===== src/hdl/tft_pkg.sv =====
// shared types and constants for the tftp flow tracker
package tft_pkg;

   localparam int DEFAULT_ENTRIES = 16;
   localparam logic [7:0] UDP_PROTOCOL = 8'd17;
   localparam logic [15:0] DEFAULT_REQUEST_PORT = 16'd69;

   localparam int REQ_DATA_W = 104;
   localparam int RSP_DATA_W = 40;
   localparam int RSP_USER_W = 4;

   typedef enum logic [2:0] {
      ACT_IGNORED   = 3'd0,
      ACT_STORED    = 3'd1,
      ACT_COMPLETED = 3'd2,
      ACT_COUNTED   = 3'd3,
      ACT_NO_MATCH  = 3'd4,
      ACT_FULL      = 3'd5
   } action_type;

   typedef enum logic [2:0] {
      ST_CLEAR,
      ST_IDLE,
      ST_SCAN,
      ST_RESOLVE,
      ST_PURGE,
      ST_EMIT
   } state_type;

   typedef struct packed {
      logic        valid;
      logic [31:0] client_addr;
      logic [31:0] server_addr;
      logic [15:0] client_port;
      logic [15:0] server_port;
      logic [31:0] packets_seen;
   } entry_type;

   typedef struct packed {
      logic load;
      logic cnt_zero;
      logic clr_step;
      logic scan_step;
      logic resolve;
      logic purge_step;
      logic emit;
   } cmd_type;

   typedef struct packed {
      logic in_udp;
      logic cnt_end;
      logic clear_end;
      logic purge_needed;
      logic out_free;
   } status_type;

endpackage


===== src/hdl/tft_ctrl.sv =====
// sequencer for clear, scan, update and purge passes
module tft_ctrl
   import tft_pkg::*;
(
   input  logic       clock,
   input  logic       reset,
   input  logic       req_tvalid,
   output logic       req_tready,
   input  status_type status,
   output cmd_type    cmd
);

   state_type state_ff;
   state_type state_in;

   always_ff @(posedge clock) begin
      if (reset) begin
         state_ff <= ST_CLEAR;
      end else begin
         state_ff <= state_in;
      end
   end

   always_comb begin
      state_in   = state_ff;
      cmd        = '0;
      req_tready = 1'b0;
      unique case (state_ff)
         ST_CLEAR: begin
            cmd.clr_step = 1'b1;
            if (status.clear_end) begin
               cmd.cnt_zero = 1'b1;
               state_in     = ST_IDLE;
            end
         end
         ST_IDLE: begin
            req_tready = 1'b1;
            if (req_tvalid) begin
               cmd.load = 1'b1;
               state_in = status.in_udp ? ST_SCAN : ST_EMIT;
            end
         end
         ST_SCAN: begin
            cmd.scan_step = 1'b1;
            if (status.cnt_end) begin
               cmd.cnt_zero = 1'b1;
               state_in     = ST_RESOLVE;
            end
         end
         ST_RESOLVE: begin
            cmd.resolve = 1'b1;
            state_in    = status.purge_needed ? ST_PURGE : ST_EMIT;
         end
         ST_PURGE: begin
            cmd.purge_step = 1'b1;
            if (status.cnt_end) begin
               cmd.cnt_zero = 1'b1;
               state_in     = ST_EMIT;
            end
         end
         ST_EMIT: begin
            if (status.out_free) begin
               cmd.emit = 1'b1;
               state_in = ST_IDLE;
            end
         end
         default: begin
            state_in = ST_CLEAR;
         end
      endcase
   end

endmodule


===== src/hdl/tft_datapath.sv =====
// flow table memory, key compare, hit tracking and result registers
module tft_datapath
   import tft_pkg::*;
#(
   parameter int ENTRIES = DEFAULT_ENTRIES
) (
   input  logic                  clock,
   input  logic                  reset,
   input  cmd_type               cmd,
   output status_type            status,
   input  logic [REQ_DATA_W-1:0] req_tdata,
   input  logic                  req_tuser,
   output logic                  rsp_tvalid,
   input  logic                  rsp_tready,
   output logic [RSP_DATA_W-1:0] rsp_tdata,
   output logic [RSP_USER_W-1:0] rsp_tuser,
   input  logic                  csr_wr_en,
   input  logic [15:0]           csr_wr_data
);

   localparam int IDX_W = $clog2(ENTRIES);
   localparam int CNT_W = $clog2(ENTRIES + 1);

   entry_type entry_mem_ff [ENTRIES];
   entry_type rd_data_ff;

   logic [CNT_W-1:0] cnt_ff, cnt_in, cnt_dec;
   logic [IDX_W-1:0] rd_addr, cmp_idx;
   logic             rd_en;

   logic             wr_en;
   logic [IDX_W-1:0] wr_addr;
   entry_type        wr_data;

   logic [15:0] req_port_ff, req_port_in;

   logic        req_mode_ff, req_mode_in;
   logic        is_req_ff, is_req_in;
   logic [31:0] sip_ff, sip_in, dip_ff, dip_in;
   logic [15:0] sp_ff, sp_in, dp_ff, dp_in;

   logic             hit_a_ff, hit_a_in, hit_f_ff, hit_f_in, hit_c_ff, hit_c_in;
   logic [IDX_W-1:0] idx_a_ff, idx_a_in, idx_f_ff, idx_f_in, idx_c_ff, idx_c_in;
   logic [31:0]      cnt_a_ff, cnt_a_in, cnt_c_ff, cnt_c_in;
   logic             fwd_c_ff, fwd_c_in;

   action_type  res_action_ff, res_action_in;
   logic        res_belongs_ff, res_belongs_in;
   logic [3:0]  res_slot_ff, res_slot_in;
   logic [31:0] res_total_ff, res_total_in;

   logic        rsp_valid_ff, rsp_valid_in;
   action_type  rsp_action_ff, rsp_action_in;
   logic        rsp_belongs_ff, rsp_belongs_in;
   logic [3:0]  rsp_slot_ff, rsp_slot_in;
   logic [31:0] rsp_total_ff, rsp_total_in;

   logic        cmp_en, m_pend, m_free, m_comp, m_fwd, m_rev, m_dup;
   logic [31:0] cnt_sel, total_inc;
   entry_type   req_word;

   logic [7:0]  in_proto;
   logic [31:0] in_sip, in_dip;
   logic [15:0] in_sp, in_dp;

   assign in_proto = req_tdata[7:0];
   assign in_sip   = req_tdata[39:8];
   assign in_dip   = req_tdata[71:40];
   assign in_sp    = req_tdata[87:72];
   assign in_dp    = req_tdata[103:88];

   assign cnt_dec = cnt_ff - CNT_W'(1);
   assign cmp_idx = cnt_dec[IDX_W-1:0];
   assign rd_addr = cnt_ff[IDX_W-1:0];
   assign rd_en   = (cmd.scan_step || cmd.purge_step) && (cnt_ff < CNT_W'(ENTRIES));
   assign cmp_en  = (cmd.scan_step || cmd.purge_step) && (cnt_ff != '0);

   // per-entry compares against the held header
   always_comb begin
      m_pend = rd_data_ff.valid && rd_data_ff.client_addr == sip_ff &&
               rd_data_ff.server_addr == dip_ff && rd_data_ff.client_port == sp_ff &&
               rd_data_ff.server_port == '0;
      m_free = !rd_data_ff.valid;
      m_comp = rd_data_ff.valid && rd_data_ff.server_port == '0 &&
               rd_data_ff.server_addr == sip_ff && rd_data_ff.client_addr == dip_ff &&
               rd_data_ff.client_port == dp_ff;
      m_fwd  = rd_data_ff.client_addr == sip_ff && rd_data_ff.server_addr == dip_ff &&
               rd_data_ff.client_port == sp_ff && rd_data_ff.server_port == dp_ff;
      m_rev  = rd_data_ff.server_addr == sip_ff && rd_data_ff.client_addr == dip_ff &&
               rd_data_ff.server_port == sp_ff && rd_data_ff.client_port == dp_ff;
      // duplicate of the entry just completed
      m_dup  = rd_data_ff.valid && m_rev && cmp_idx != idx_a_ff;
   end

   // saturating count for the winning entry
   assign cnt_sel   = hit_a_ff ? cnt_a_ff : cnt_c_ff;
   assign total_inc = (cnt_sel == '1) ? cnt_sel : cnt_sel + 32'd1;

   assign req_word = '{valid: 1'b1, client_addr: sip_ff, server_addr: dip_ff,
                       client_port: sp_ff, server_port: 16'd0, packets_seen: 32'd1};

   always_comb begin
      cnt_in         = cnt_ff;
      req_port_in    = req_port_ff;
      req_mode_in    = req_mode_ff;
      is_req_in      = is_req_ff;
      sip_in         = sip_ff;
      dip_in         = dip_ff;
      sp_in          = sp_ff;
      dp_in          = dp_ff;
      hit_a_in       = hit_a_ff;
      hit_f_in       = hit_f_ff;
      hit_c_in       = hit_c_ff;
      idx_a_in       = idx_a_ff;
      idx_f_in       = idx_f_ff;
      idx_c_in       = idx_c_ff;
      cnt_a_in       = cnt_a_ff;
      cnt_c_in       = cnt_c_ff;
      fwd_c_in       = fwd_c_ff;
      res_action_in  = res_action_ff;
      res_belongs_in = res_belongs_ff;
      res_slot_in    = res_slot_ff;
      res_total_in   = res_total_ff;
      rsp_valid_in   = rsp_valid_ff;
      rsp_action_in  = rsp_action_ff;
      rsp_belongs_in = rsp_belongs_ff;
      rsp_slot_in    = rsp_slot_ff;
      rsp_total_in   = rsp_total_ff;
      wr_en          = 1'b0;
      wr_addr        = rd_addr;
      wr_data        = '0;

      if (csr_wr_en) begin
         req_port_in = csr_wr_data;
      end

      if (cmd.cnt_zero) begin
         cnt_in = '0;
      end else if (cmd.clr_step || cmd.scan_step || cmd.purge_step) begin
         cnt_in = cnt_ff + CNT_W'(1);
      end

      if (cmd.clr_step) begin
         wr_en   = 1'b1;
         wr_addr = rd_addr;
         wr_data = '0;
      end

      if (cmd.load) begin
         req_mode_in    = req_tuser && (in_dp == req_port_ff);
         is_req_in      = req_tuser;
         sip_in         = in_sip;
         dip_in         = in_dip;
         sp_in          = in_sp;
         dp_in          = in_dp;
         hit_a_in       = 1'b0;
         hit_f_in       = 1'b0;
         hit_c_in       = 1'b0;
         res_action_in  = ACT_IGNORED;
         res_belongs_in = 1'b0;
         res_slot_in    = '0;
         res_total_in   = '0;
      end

      if (cmd.scan_step && cmp_en) begin
         if (req_mode_ff) begin
            if (m_pend && !hit_a_ff) begin
               hit_a_in = 1'b1;
               idx_a_in = cmp_idx;
            end
            if (m_free && !hit_f_ff) begin
               hit_f_in = 1'b1;
               idx_f_in = cmp_idx;
            end
         end else begin
            if (m_comp && !hit_a_ff) begin
               hit_a_in = 1'b1;
               idx_a_in = cmp_idx;
               cnt_a_in = rd_data_ff.packets_seen;
            end
            if (rd_data_ff.valid && (m_fwd || m_rev) && !hit_c_ff) begin
               hit_c_in = 1'b1;
               idx_c_in = cmp_idx;
               cnt_c_in = rd_data_ff.packets_seen;
               fwd_c_in = m_fwd;
            end
         end
      end

      if (cmd.resolve) begin
         res_belongs_in = 1'b1;
         if (req_mode_ff) begin
            if (hit_a_ff || hit_f_ff) begin
               wr_en         = 1'b1;
               wr_addr       = hit_a_ff ? idx_a_ff : idx_f_ff;
               wr_data       = req_word;
               res_action_in = ACT_STORED;
               res_slot_in   = 4'(wr_addr);
               res_total_in  = 32'd1;
            end else begin
               res_action_in = ACT_FULL;
            end
         end else if (hit_a_ff) begin
            wr_en         = 1'b1;
            wr_addr       = idx_a_ff;
            wr_data       = '{valid: 1'b1, client_addr: dip_ff, server_addr: sip_ff,
                              client_port: dp_ff, server_port: sp_ff,
                              packets_seen: total_inc};
            res_action_in = ACT_COMPLETED;
            res_slot_in   = 4'(idx_a_ff);
            res_total_in  = total_inc;
         end else if (hit_c_ff) begin
            wr_en   = 1'b1;
            wr_addr = idx_c_ff;
            if (fwd_c_ff) begin
               wr_data = '{valid: 1'b1, client_addr: sip_ff, server_addr: dip_ff,
                           client_port: sp_ff, server_port: dp_ff,
                           packets_seen: total_inc};
            end else begin
               wr_data = '{valid: 1'b1, client_addr: dip_ff, server_addr: sip_ff,
                           client_port: dp_ff, server_port: sp_ff,
                           packets_seen: total_inc};
            end
            res_action_in = ACT_COUNTED;
            res_slot_in   = 4'(idx_c_ff);
            res_total_in  = total_inc;
         end else begin
            res_action_in  = ACT_NO_MATCH;
            res_belongs_in = is_req_ff;
         end
      end

      // drop any other entry that now carries the completed key
      if (cmd.purge_step && cmp_en && m_dup) begin
         wr_en         = 1'b1;
         wr_addr       = cmp_idx;
         wr_data       = rd_data_ff;
         wr_data.valid = 1'b0;
      end

      if (rsp_valid_ff && rsp_tready) begin
         rsp_valid_in = 1'b0;
      end
      if (cmd.emit) begin
         rsp_valid_in   = 1'b1;
         rsp_action_in  = res_action_ff;
         rsp_belongs_in = res_belongs_ff;
         rsp_slot_in    = res_slot_ff;
         rsp_total_in   = res_total_ff;
      end
   end

   always_ff @(posedge clock) begin
      if (wr_en) begin
         entry_mem_ff[wr_addr] <= wr_data;
      end
      if (rd_en) begin
         rd_data_ff <= entry_mem_ff[rd_addr];
      end
   end

   always_ff @(posedge clock) begin
      if (reset) begin
         cnt_ff       <= '0;
         req_port_ff  <= DEFAULT_REQUEST_PORT;
         hit_a_ff     <= 1'b0;
         hit_f_ff     <= 1'b0;
         hit_c_ff     <= 1'b0;
         rsp_valid_ff <= 1'b0;
      end else begin
         cnt_ff       <= cnt_in;
         req_port_ff  <= req_port_in;
         hit_a_ff     <= hit_a_in;
         hit_f_ff     <= hit_f_in;
         hit_c_ff     <= hit_c_in;
         rsp_valid_ff <= rsp_valid_in;
      end
   end

   always_ff @(posedge clock) begin
      req_mode_ff    <= req_mode_in;
      is_req_ff      <= is_req_in;
      sip_ff         <= sip_in;
      dip_ff         <= dip_in;
      sp_ff          <= sp_in;
      dp_ff          <= dp_in;
      idx_a_ff       <= idx_a_in;
      idx_f_ff       <= idx_f_in;
      idx_c_ff       <= idx_c_in;
      cnt_a_ff       <= cnt_a_in;
      cnt_c_ff       <= cnt_c_in;
      fwd_c_ff       <= fwd_c_in;
      res_action_ff  <= res_action_in;
      res_belongs_ff <= res_belongs_in;
      res_slot_ff    <= res_slot_in;
      res_total_ff   <= res_total_in;
      rsp_action_ff  <= rsp_action_in;
      rsp_belongs_ff <= rsp_belongs_in;
      rsp_slot_ff    <= rsp_slot_in;
      rsp_total_ff   <= rsp_total_in;
   end

   assign status.in_udp       = (in_proto == UDP_PROTOCOL);
   assign status.cnt_end      = (cnt_ff == CNT_W'(ENTRIES));
   assign status.clear_end    = (cnt_ff == CNT_W'(ENTRIES - 1));
   assign status.purge_needed = !req_mode_ff && hit_a_ff;
   assign status.out_free     = !rsp_valid_ff || rsp_tready;

   assign rsp_tvalid = rsp_valid_ff;
   assign rsp_tdata  = {4'd0, rsp_total_ff, rsp_slot_ff};
   assign rsp_tuser  = {rsp_belongs_ff, rsp_action_ff};

endmodule


===== src/hdl/tftp_flow_tracker_unit.sv =====
// top level of the tftp flow tracker: controller plus table datapath
// a udp header is scanned against every entry, then resolved and emitted; when a pending
// entry completes, a duplicate purge pass runs before the emit; a non-udp header skips both
// the scan reads one entry per cycle through the single read port of the table memory,
// and a new header is accepted only after the previous result has been emitted
// reset: synchronous; afterwards a clearing pass empties every entry of the table
// and req_tready stays low until it ends, csr writes are taken throughout
module tftp_flow_tracker_unit
   import tft_pkg::*;
#(
   parameter int ENTRIES = DEFAULT_ENTRIES
) (
   input  logic                  clock,
   input  logic                  reset,
   input  logic                  req_tvalid,
   output logic                  req_tready,
   // ip_protocol[7:0], source_ip[39:8], dest_ip[71:40], source_port[87:72],
   // dest_port[103:88]
   input  logic [REQ_DATA_W-1:0] req_tdata,
   // is_request[0]
   input  logic                  req_tuser,
   output logic                  rsp_tvalid,
   input  logic                  rsp_tready,
   // slot[3:0], packet_total[35:4], zero[39:36]
   output logic [RSP_DATA_W-1:0] rsp_tdata,
   // action[2:0], belongs[3]
   output logic [RSP_USER_W-1:0] rsp_tuser,
   input  logic                  csr_wr_en,
   input  logic [15:0]           csr_wr_data
);

   cmd_type    cmd;
   status_type status;

   tft_ctrl u_ctrl (
      .clock      (clock),
      .reset      (reset),
      .req_tvalid (req_tvalid),
      .req_tready (req_tready),
      .status     (status),
      .cmd        (cmd)
   );

   tft_datapath #(
      .ENTRIES (ENTRIES)
   ) u_datapath (
      .clock       (clock),
      .reset       (reset),
      .cmd         (cmd),
      .status      (status),
      .req_tdata   (req_tdata),
      .req_tuser   (req_tuser),
      .rsp_tvalid  (rsp_tvalid),
      .rsp_tready  (rsp_tready),
      .rsp_tdata   (rsp_tdata),
      .rsp_tuser   (rsp_tuser),
      .csr_wr_en   (csr_wr_en),
      .csr_wr_data (csr_wr_data)
   );

endmodule


===== config.mk =====
export PLATFORM = sky130hd
export DESIGN_NAME = tftp_flow_tracker_unit
export DESIGN_NICKNAME = d
export VERILOG_FILES = /design/src/hdl/tft_pkg.sv /design/src/hdl/tft_ctrl.sv /design/src/hdl/tft_datapath.sv /design/src/hdl/tftp_flow_tracker_unit.sv
export SDC_FILE = /design/constraint.sdc
export NUM_CORES = 2
export LEC_CHECK = 0
export ABC_CLOCK_PERIOD_IN_PS = 31700
export BUFFER_PORTS_ARGS = -buffer_cell sky130_fd_sc_hd__clkbuf_2
export CORE_AREA = 2 2 423 425
export DETAILED_ROUTE_END_ITERATION = 6
export DIE_AREA = 0 0 425 427
export PLACE_DENSITY = 0.71
export SLEW_MARGIN = 0
export SYNTH_ARGS = -nofsm -noshare
export SYNTH_HDL_FRONTEND = slang
export SYNTH_SLANG_ARGS = --single-unit

===== constraint.sdc =====
create_clock -name clock -period 31.7 [get_ports clock]
set_clock_uncertainty 0.2 [all_clocks]
set_input_delay 0 -clock clock [delete_from_list [all_inputs] [get_ports clock]]
set_output_delay 0 -clock clock [all_outputs]
set_load 0.02 [all_outputs]

# Word-level counts from Yosys, hierarchy flattened

Memory sizes are Yosys's and may differ from the RTL's. A register that Yosys moved wholly into a read port is not among the register bits.
Index checks and enable logic that the tools add are counted.

Reduce and logical (&&, ||, !) cells: 54
Add/subtract/negate cells: 3
Order comparisons: 1
Eq/ne operators: 25
Muxes and demuxes: 86
Bitwise operators: 1

Operator list:

| operator              | number |
|---|---|
| $mux 129              | 6 |
| $mux 32               | 8 |
| $eq 32x32->1          | 4 |
| $mux 128              | 1 |
| $eq 16x16->1          | 5 |
| $mux 4                | 16 |
| $mux 1                | 41 |
| $mux 3                | 12 |
| $add 32x1->32 const B | 1 |
| $eq 32x32->1 const B  | 1 |
| $logic_and 1x1->1     | 29 |
| $pmux 3 s6            | 1 |
| $logic_not 16->1      | 1 |
| $ne 2x2->1 const B    | 6 |
| $reduce_and 3->1      | 4 |
| $eq 8x5->1 const B    | 1 |
| $eq 3x2->1 const B    | 2 |
| $eq 3x3->1 const B    | 2 |
| $logic_not 1->1       | 6 |
| $logic_or 1x1->1      | 6 |
| $reduce_bool 2->1     | 3 |
| $add 5x1->5 const B   | 1 |
| $eq 5x4->1 const B    | 1 |
| $eq 5x5->1 const B    | 1 |
| other kinds (10)      | 11 |

Flip-flop bits (word level): 283
Memory bits (writable): 2,064
Memories kept: 1

Memories:

| memory                  | depth | bits a word | rd ports | clocked after memory_dff | write ports | line               | RTL |
|---|---|---|---|---|---|---|---|
| u_datapath.entry_mem_ff | 16    | 129         | 1        | 1                        | 1           | tft_datapath.sv:24 | `entry_type entry_mem_ff [ENTRIES];` |

# Longest topological paths before layout

Depth in word-level cells: 10
Gate-level depth with buffers: 17

# By module

A second synthesis with hierarchy kept.

Cells, all modules: 4,495
Area total of the unflattened synthesis: 96,899.2 um2

Modules (own cells, without submodules):

| module       | cells each | area each (um2) | times used | sequential area each (um2) |
|---|---|---|---|---|
| tft_datapath | 4,454      | 96,598.9        | 1          | 73,650.6 |
| tft_ctrl     | 41         | 300.3           | 1          | 60.1 |

# Worst setup path after synthesis

No wires, ideal clock.

Kind: reg-to-reg
Start: register u_datapath.cnt_ff[0]
End: memory u_datapath.entry_mem_ff[11][0] in the netlist's numbering (enable)
Arrival: 16.327 ns
Buffers on the path: 5
Required time: 30.534 ns
Stages on the path, launching flop included: 15
Setup slack: 14.208 ns
Path through: dfxtp_1 clkbuf_1 buf_2 clkbuf_1 buf_2 clkbuf_1 inv_1 ha_1 xnor2_1 clkinv_1 xnor2_1 a311oi_1 and2_1 nand3_1 o41ai_1

Longest elaborated chain between the ends: 7
Elaborated cells on any way between the ends: 16

Ends and longest elaborated chain:

| item                         | line                | RTL |
|---|---|---|
| start, declared              | tft_datapath.sv:27  | `logic [CNT_W-1:0] cnt_ff, cnt_in, cnt_dec;` |
| start signal, assigned       | tft_datapath.sv:271 | `cnt_ff <= cnt_in;` |
| $sub 4x1->4 *                | tft_datapath.sv:72  | `assign cnt_dec = cnt_ff - CNT_W'(1);` |
| net u_datapath.cnt_dec[0]    | tft_datapath.sv:27  |  |
| $ne 4x4->1                   | tft_datapath.sv:92  | `m_dup = rd_data_ff.valid && m_rev && cmp_idx != idx_a_ff;` |
| $logic_and 1x1->1            | tft_datapath.sv:92  |  |
| $logic_and 1x1->1            | tft_datapath.sv:234 | `if (cmd.purge_step && cmp_en && m_dup) begin` |
| $mux 1                       | tft_datapath.sv:234 |  |
| $mux 1                       | tft_datapath.sv:254 | `if (wr_en) begin` |
| $mux 1 (not written as such) | tft_datapath.sv:255 | `entry_mem_ff[wr_addr] <= wr_data;` |
| end, declared                | tft_datapath.sv:24  |  |

Mark *: on every way through the listed nets, which the timed path passes. The rest lies on a longest branch.

# Worst setup path after layout

Start: register u_datapath.cnt_ff[0]
End: memory u_datapath.entry_mem_ff[5][122] in the netlist's numbering (enable)

Same word-level chain as after synthesis.

==> flow_summary.toml <==
[power]
ir_worst_vdd_mv = 0.0745
cellLeakagePower_uw = 0.0354
switching_share = 0.272
pwr-share-clk = 0.317
p_per_area_nw_per_um2 = 78.2
cell_internal_pwr_uw = 6350
pwr-share-seq = 0.482
power_frac_comb = 0.201
p_sw_uw = 2370

[worst_setup_path]
crit_path_start = "u_datapath.cnt_ff[0]$_SDFFE_PP0P_"
required_ns = 31.99
r2r_cells = 12
worstPathArrival_ns = 7.70
crit_type = "reg2reg"
reg2reg_to = "u_datapath.entry_mem_ff[5][122]$_DFFE_PP_"
end_kind = "flop"
worst-path-max-fanout = 47
cp-start-kind = "flop"
reg2reg_from = "u_datapath.cnt_ff[0]$_SDFFE_PP0P_"
reg2reg_setup_slack_ns = 24.29

[layout]
multi_input_area_um2 = 22500
layout-drive-gt1-share = 0.252
fin_area_um2 = 112000
syn2layout_area_growth_pct = 15.0
fillers = 11800
nets = 5181
seqCellArea_um2 = 73700

[logic_synthesis]
ys_ff_latch = 2476
synth-main-ff-cell = "edfxtp_1"
synthCells = 4475
async_flop_share = 0
yosysTopAreaCell = "edfxtp_1"
yosysWarningCount = 0
yosysTopAreaCellShare = 0.747
seq_area_frac_synth = 0.760
synth_cell_type_count = 72
synth_area_per_cell_um2 = 21.7
synthTopCellsByArea = "edfxtp_1, mux4_2, xor2_1"
syn-cell-area_um2 = 97000
synth-edff-count = 2412

[sta]
maxSlewViolCount = 0
tightest_slew_ns = 1.42
grt_setup_unrepaired = "no"
fmax_mhz = 135
period_needed_ns = 7.41
hold_ws_ns = 0.0896
fin_crit_sh = 0.234
setup_viol = 0
finalHoldViolCount = 0
tns_ns = 0
relSlewSlack = 0.0521

[clock_tree]
insertion_delay_ns = 0.89
cts_sinks = 2476
path_clk_slew_ns = 0.07
cts_tree = "yes"
postCtsSetupBuffers = 0
cts_resized = 0
clockBufferDepth = 3
cts_hold_buf = 270
htreeDepth = 4
cts_root_buf = "clkbuf_16"
cts_buffers = 235

[routing]
wl_per_cell_um = 31.9
wl_um = 243000
vias_per_cell = 6.47
drt_first_pass_iters = 6
vias = 49200
ant_nets = 0
drcViolationCount = 0
drtIter0Drc = 6331

[global_routing]
grt_pass1_vias = 49200
grt.overflow.total = 0
gr-usage-met2 = 0.449
grt_busiest_layer = "met2"
grt_antenna_before_repair = 4
grt_max_degree = 152
grt_pass1_wl_um = 349000
grt_use_met3 = 0.0405
globalRouteTotalUtil = 0.268
met1_usage = 0.361

[floorplan]
die_x_um = 425
row_count = 155
initial_core_util = 0.547
pin_count = 172
die_y_um = 427
core_area_um2 = 177000
die_area_um2 = 181000

[worst_hold_path]
min_path_cells = 4
hold_path_class = "in2reg"
min_delay_worst_endpoint = "u_datapath.req_mode_ff$_DFFE_PP_"
hold_start = "req_tuser"

[placed_design]
placed_area_um2 = 101000
dp_hpwl_um = 135000
place_congestion = 0.911
portBuffers = 167

[run_status]
outcome = "finished clean"

[flow_run]
maxCapViolCount = 0
-- logic make-up (layout without fill, tap and decap cells) --
logic type | Yosys count | count (layout) | synth area share
AO/OA/AOI/OAI | 356 | 356 | 0.0276
XOR/XNOR | 221 | 221 | 0.0201
adder cells (fa/ha/maj) | 5 | 5 | 0.000645
buffers and inverters | 281 | 1058 | 0.0114
flip-flops | 2476 | 2476 | 0.760
multiplexers | 714 | 714 | 0.157
other | 1 | 6 | 0.0000387
AND/OR/NAND/NOR | 421 | 421 | 0.0234
-- cell usage in the layout (no fill, tap or decap), drive strengths merged, types with 59 or more instances in the layout --
cell type,instances
nand2,104
edfxtp,2412
clkbuf,460
nor2,65
a22oi,100
dfxtp,64
o2bb2ai,103
mux4,645
mux2i,59
dlygate4sd3,270
xor2,166
clkinv,113
nor4,72
buf,136
-- sequential cells by signal, summed over array words and instances, names as in the netlist, 3 cells and up --
register	flops
u_datapath.idx_c_ff	4
u_datapath.rsp_action_ff	3
u_datapath.entry_mem_ff	2064
u_ctrl.state_ff	3
u_datapath.res_action_ff	3
u_datapath.cnt_ff	5
u_datapath.dip_ff	32
u_datapath.rsp_total_ff	32
u_datapath.idx_a_ff	4
u_datapath.dp_ff	16
u_datapath.res_total_ff	32
u_datapath.res_slot_ff	4
u_datapath.cnt_a_ff	32
u_datapath.cnt_c_ff	32
u_datapath.sp_ff	16
u_datapath.req_port_ff	16
u_datapath.idx_f_ff	4
u_datapath.rsp_slot_ff	4
u_datapath.sip_ff	32
u_datapath.rd_data_ff	129
-- worst max-delay path: stages, from the launching register on --
cell      delay [ns]
dfxtp_4         0.88
inv_1           0.30
ha_1            0.30
xnor2_1         0.42
clkinv_1        0.38
xnor2_1         0.22
a311oi_1        0.29
and2_1          0.23
nand3_2         0.64
o31ai_4         0.45
buf_4           0.83
buf_4           0.86
buf_4           0.80
-- how the worst max path moves through the flow --
stage / to
2_1_floorplan: u_datapath.entry_mem_ff[11][0]$_DFFE_PP_
3_5_place_dp: u_datapath.entry_mem_ff[5][117]$_DFFE_PP_
6_report: u_datapath.entry_mem_ff[5][122]$_DFFE_PP_
3_3_place_gp: u_datapath.entry_mem_ff[5][86]$_DFFE_PP_
5_1_grt: u_datapath.entry_mem_ff[5][2]$_DFFE_PP_
4_1_cts: u_datapath.entry_mem_ff[5][50]$_DFFE_PP_
-- routing by layer --
metal | part of all wire | up-vias
met3 | 0.079 | 456
met2 | 0.51 | 2644
met1 | 0.38 | 26100
met4 | 0.040 | 4
li1 | - | 20000
met5 | 0.000066 | -
-- layout make-up --
type / count / share of cell area
diodes: 2 / 0.0000449
clock buffers: 293 / 0.0554
flip-flops and latches: 2476 / 0.661
clock inverters: 149 / 0.0126
well taps: 2355 / 0.0264
inverters: 43 / 0.00147
multi-input cells: 1721 / 0.201
repair buffers: 573 / 0.0418
-- synth_stat cells (all sizes together), types with 3 or more instances --
cell type / count
mux4: 645
buf: 62
a311oi: 5
xor2: 166
and4: 3
nand2b: 6
nand4b: 6
a2111oi: 5
o21ai: 39
edfxtp: 2412
nand3: 27
nor4b: 3
nand4: 35
nand3b: 16
o31ai: 12
nand2: 104
nor3: 13
ha: 5
nor2b: 38
a211oi: 16
and2: 9
a31oi: 15
a211o: 4
o22ai: 3
nor4: 72
or4: 3
clkbuf: 176
a21oi: 23
a22oi: 100
dfxtp: 64
o211ai: 3
o2bb2ai: 103
a21o: 4
nor2: 65
or3: 6
and3: 8
mux2i: 59
mux2: 10
xnor2: 54
inv: 42
a22o: 5
o41ai: 3
-- metrics by stage --
step / instances / worst slack, ns / utilization / total power, uW
2_1_floorplan: 4478 / 14.21 / - / 5500
3_3_place_gp: 6895 / 24.40 / 0.571 / 5990
3_5_place_dp: 6895 / 24.32 / 0.571 / 6010
4_1_cts: 7607 / 24.26 / 0.629 / 8770
5_1_grt: 7611 / 23.88 / 0.629 / 8990
6_report: 7612 / 24.29 / 0.629 / 8720
-- power groups by stage --
stage	Sequential (uW)	Combinational, uW	Clock, uW
after global routing	4240	1840	2920
final	4210	1750	2760
after global placement	4250	1740	0
after floorplan	4320	1170	0
after CTS	4200	1770	2790
after detailed placement	4270	1740	0
Power figures use the tool's default switching activity.
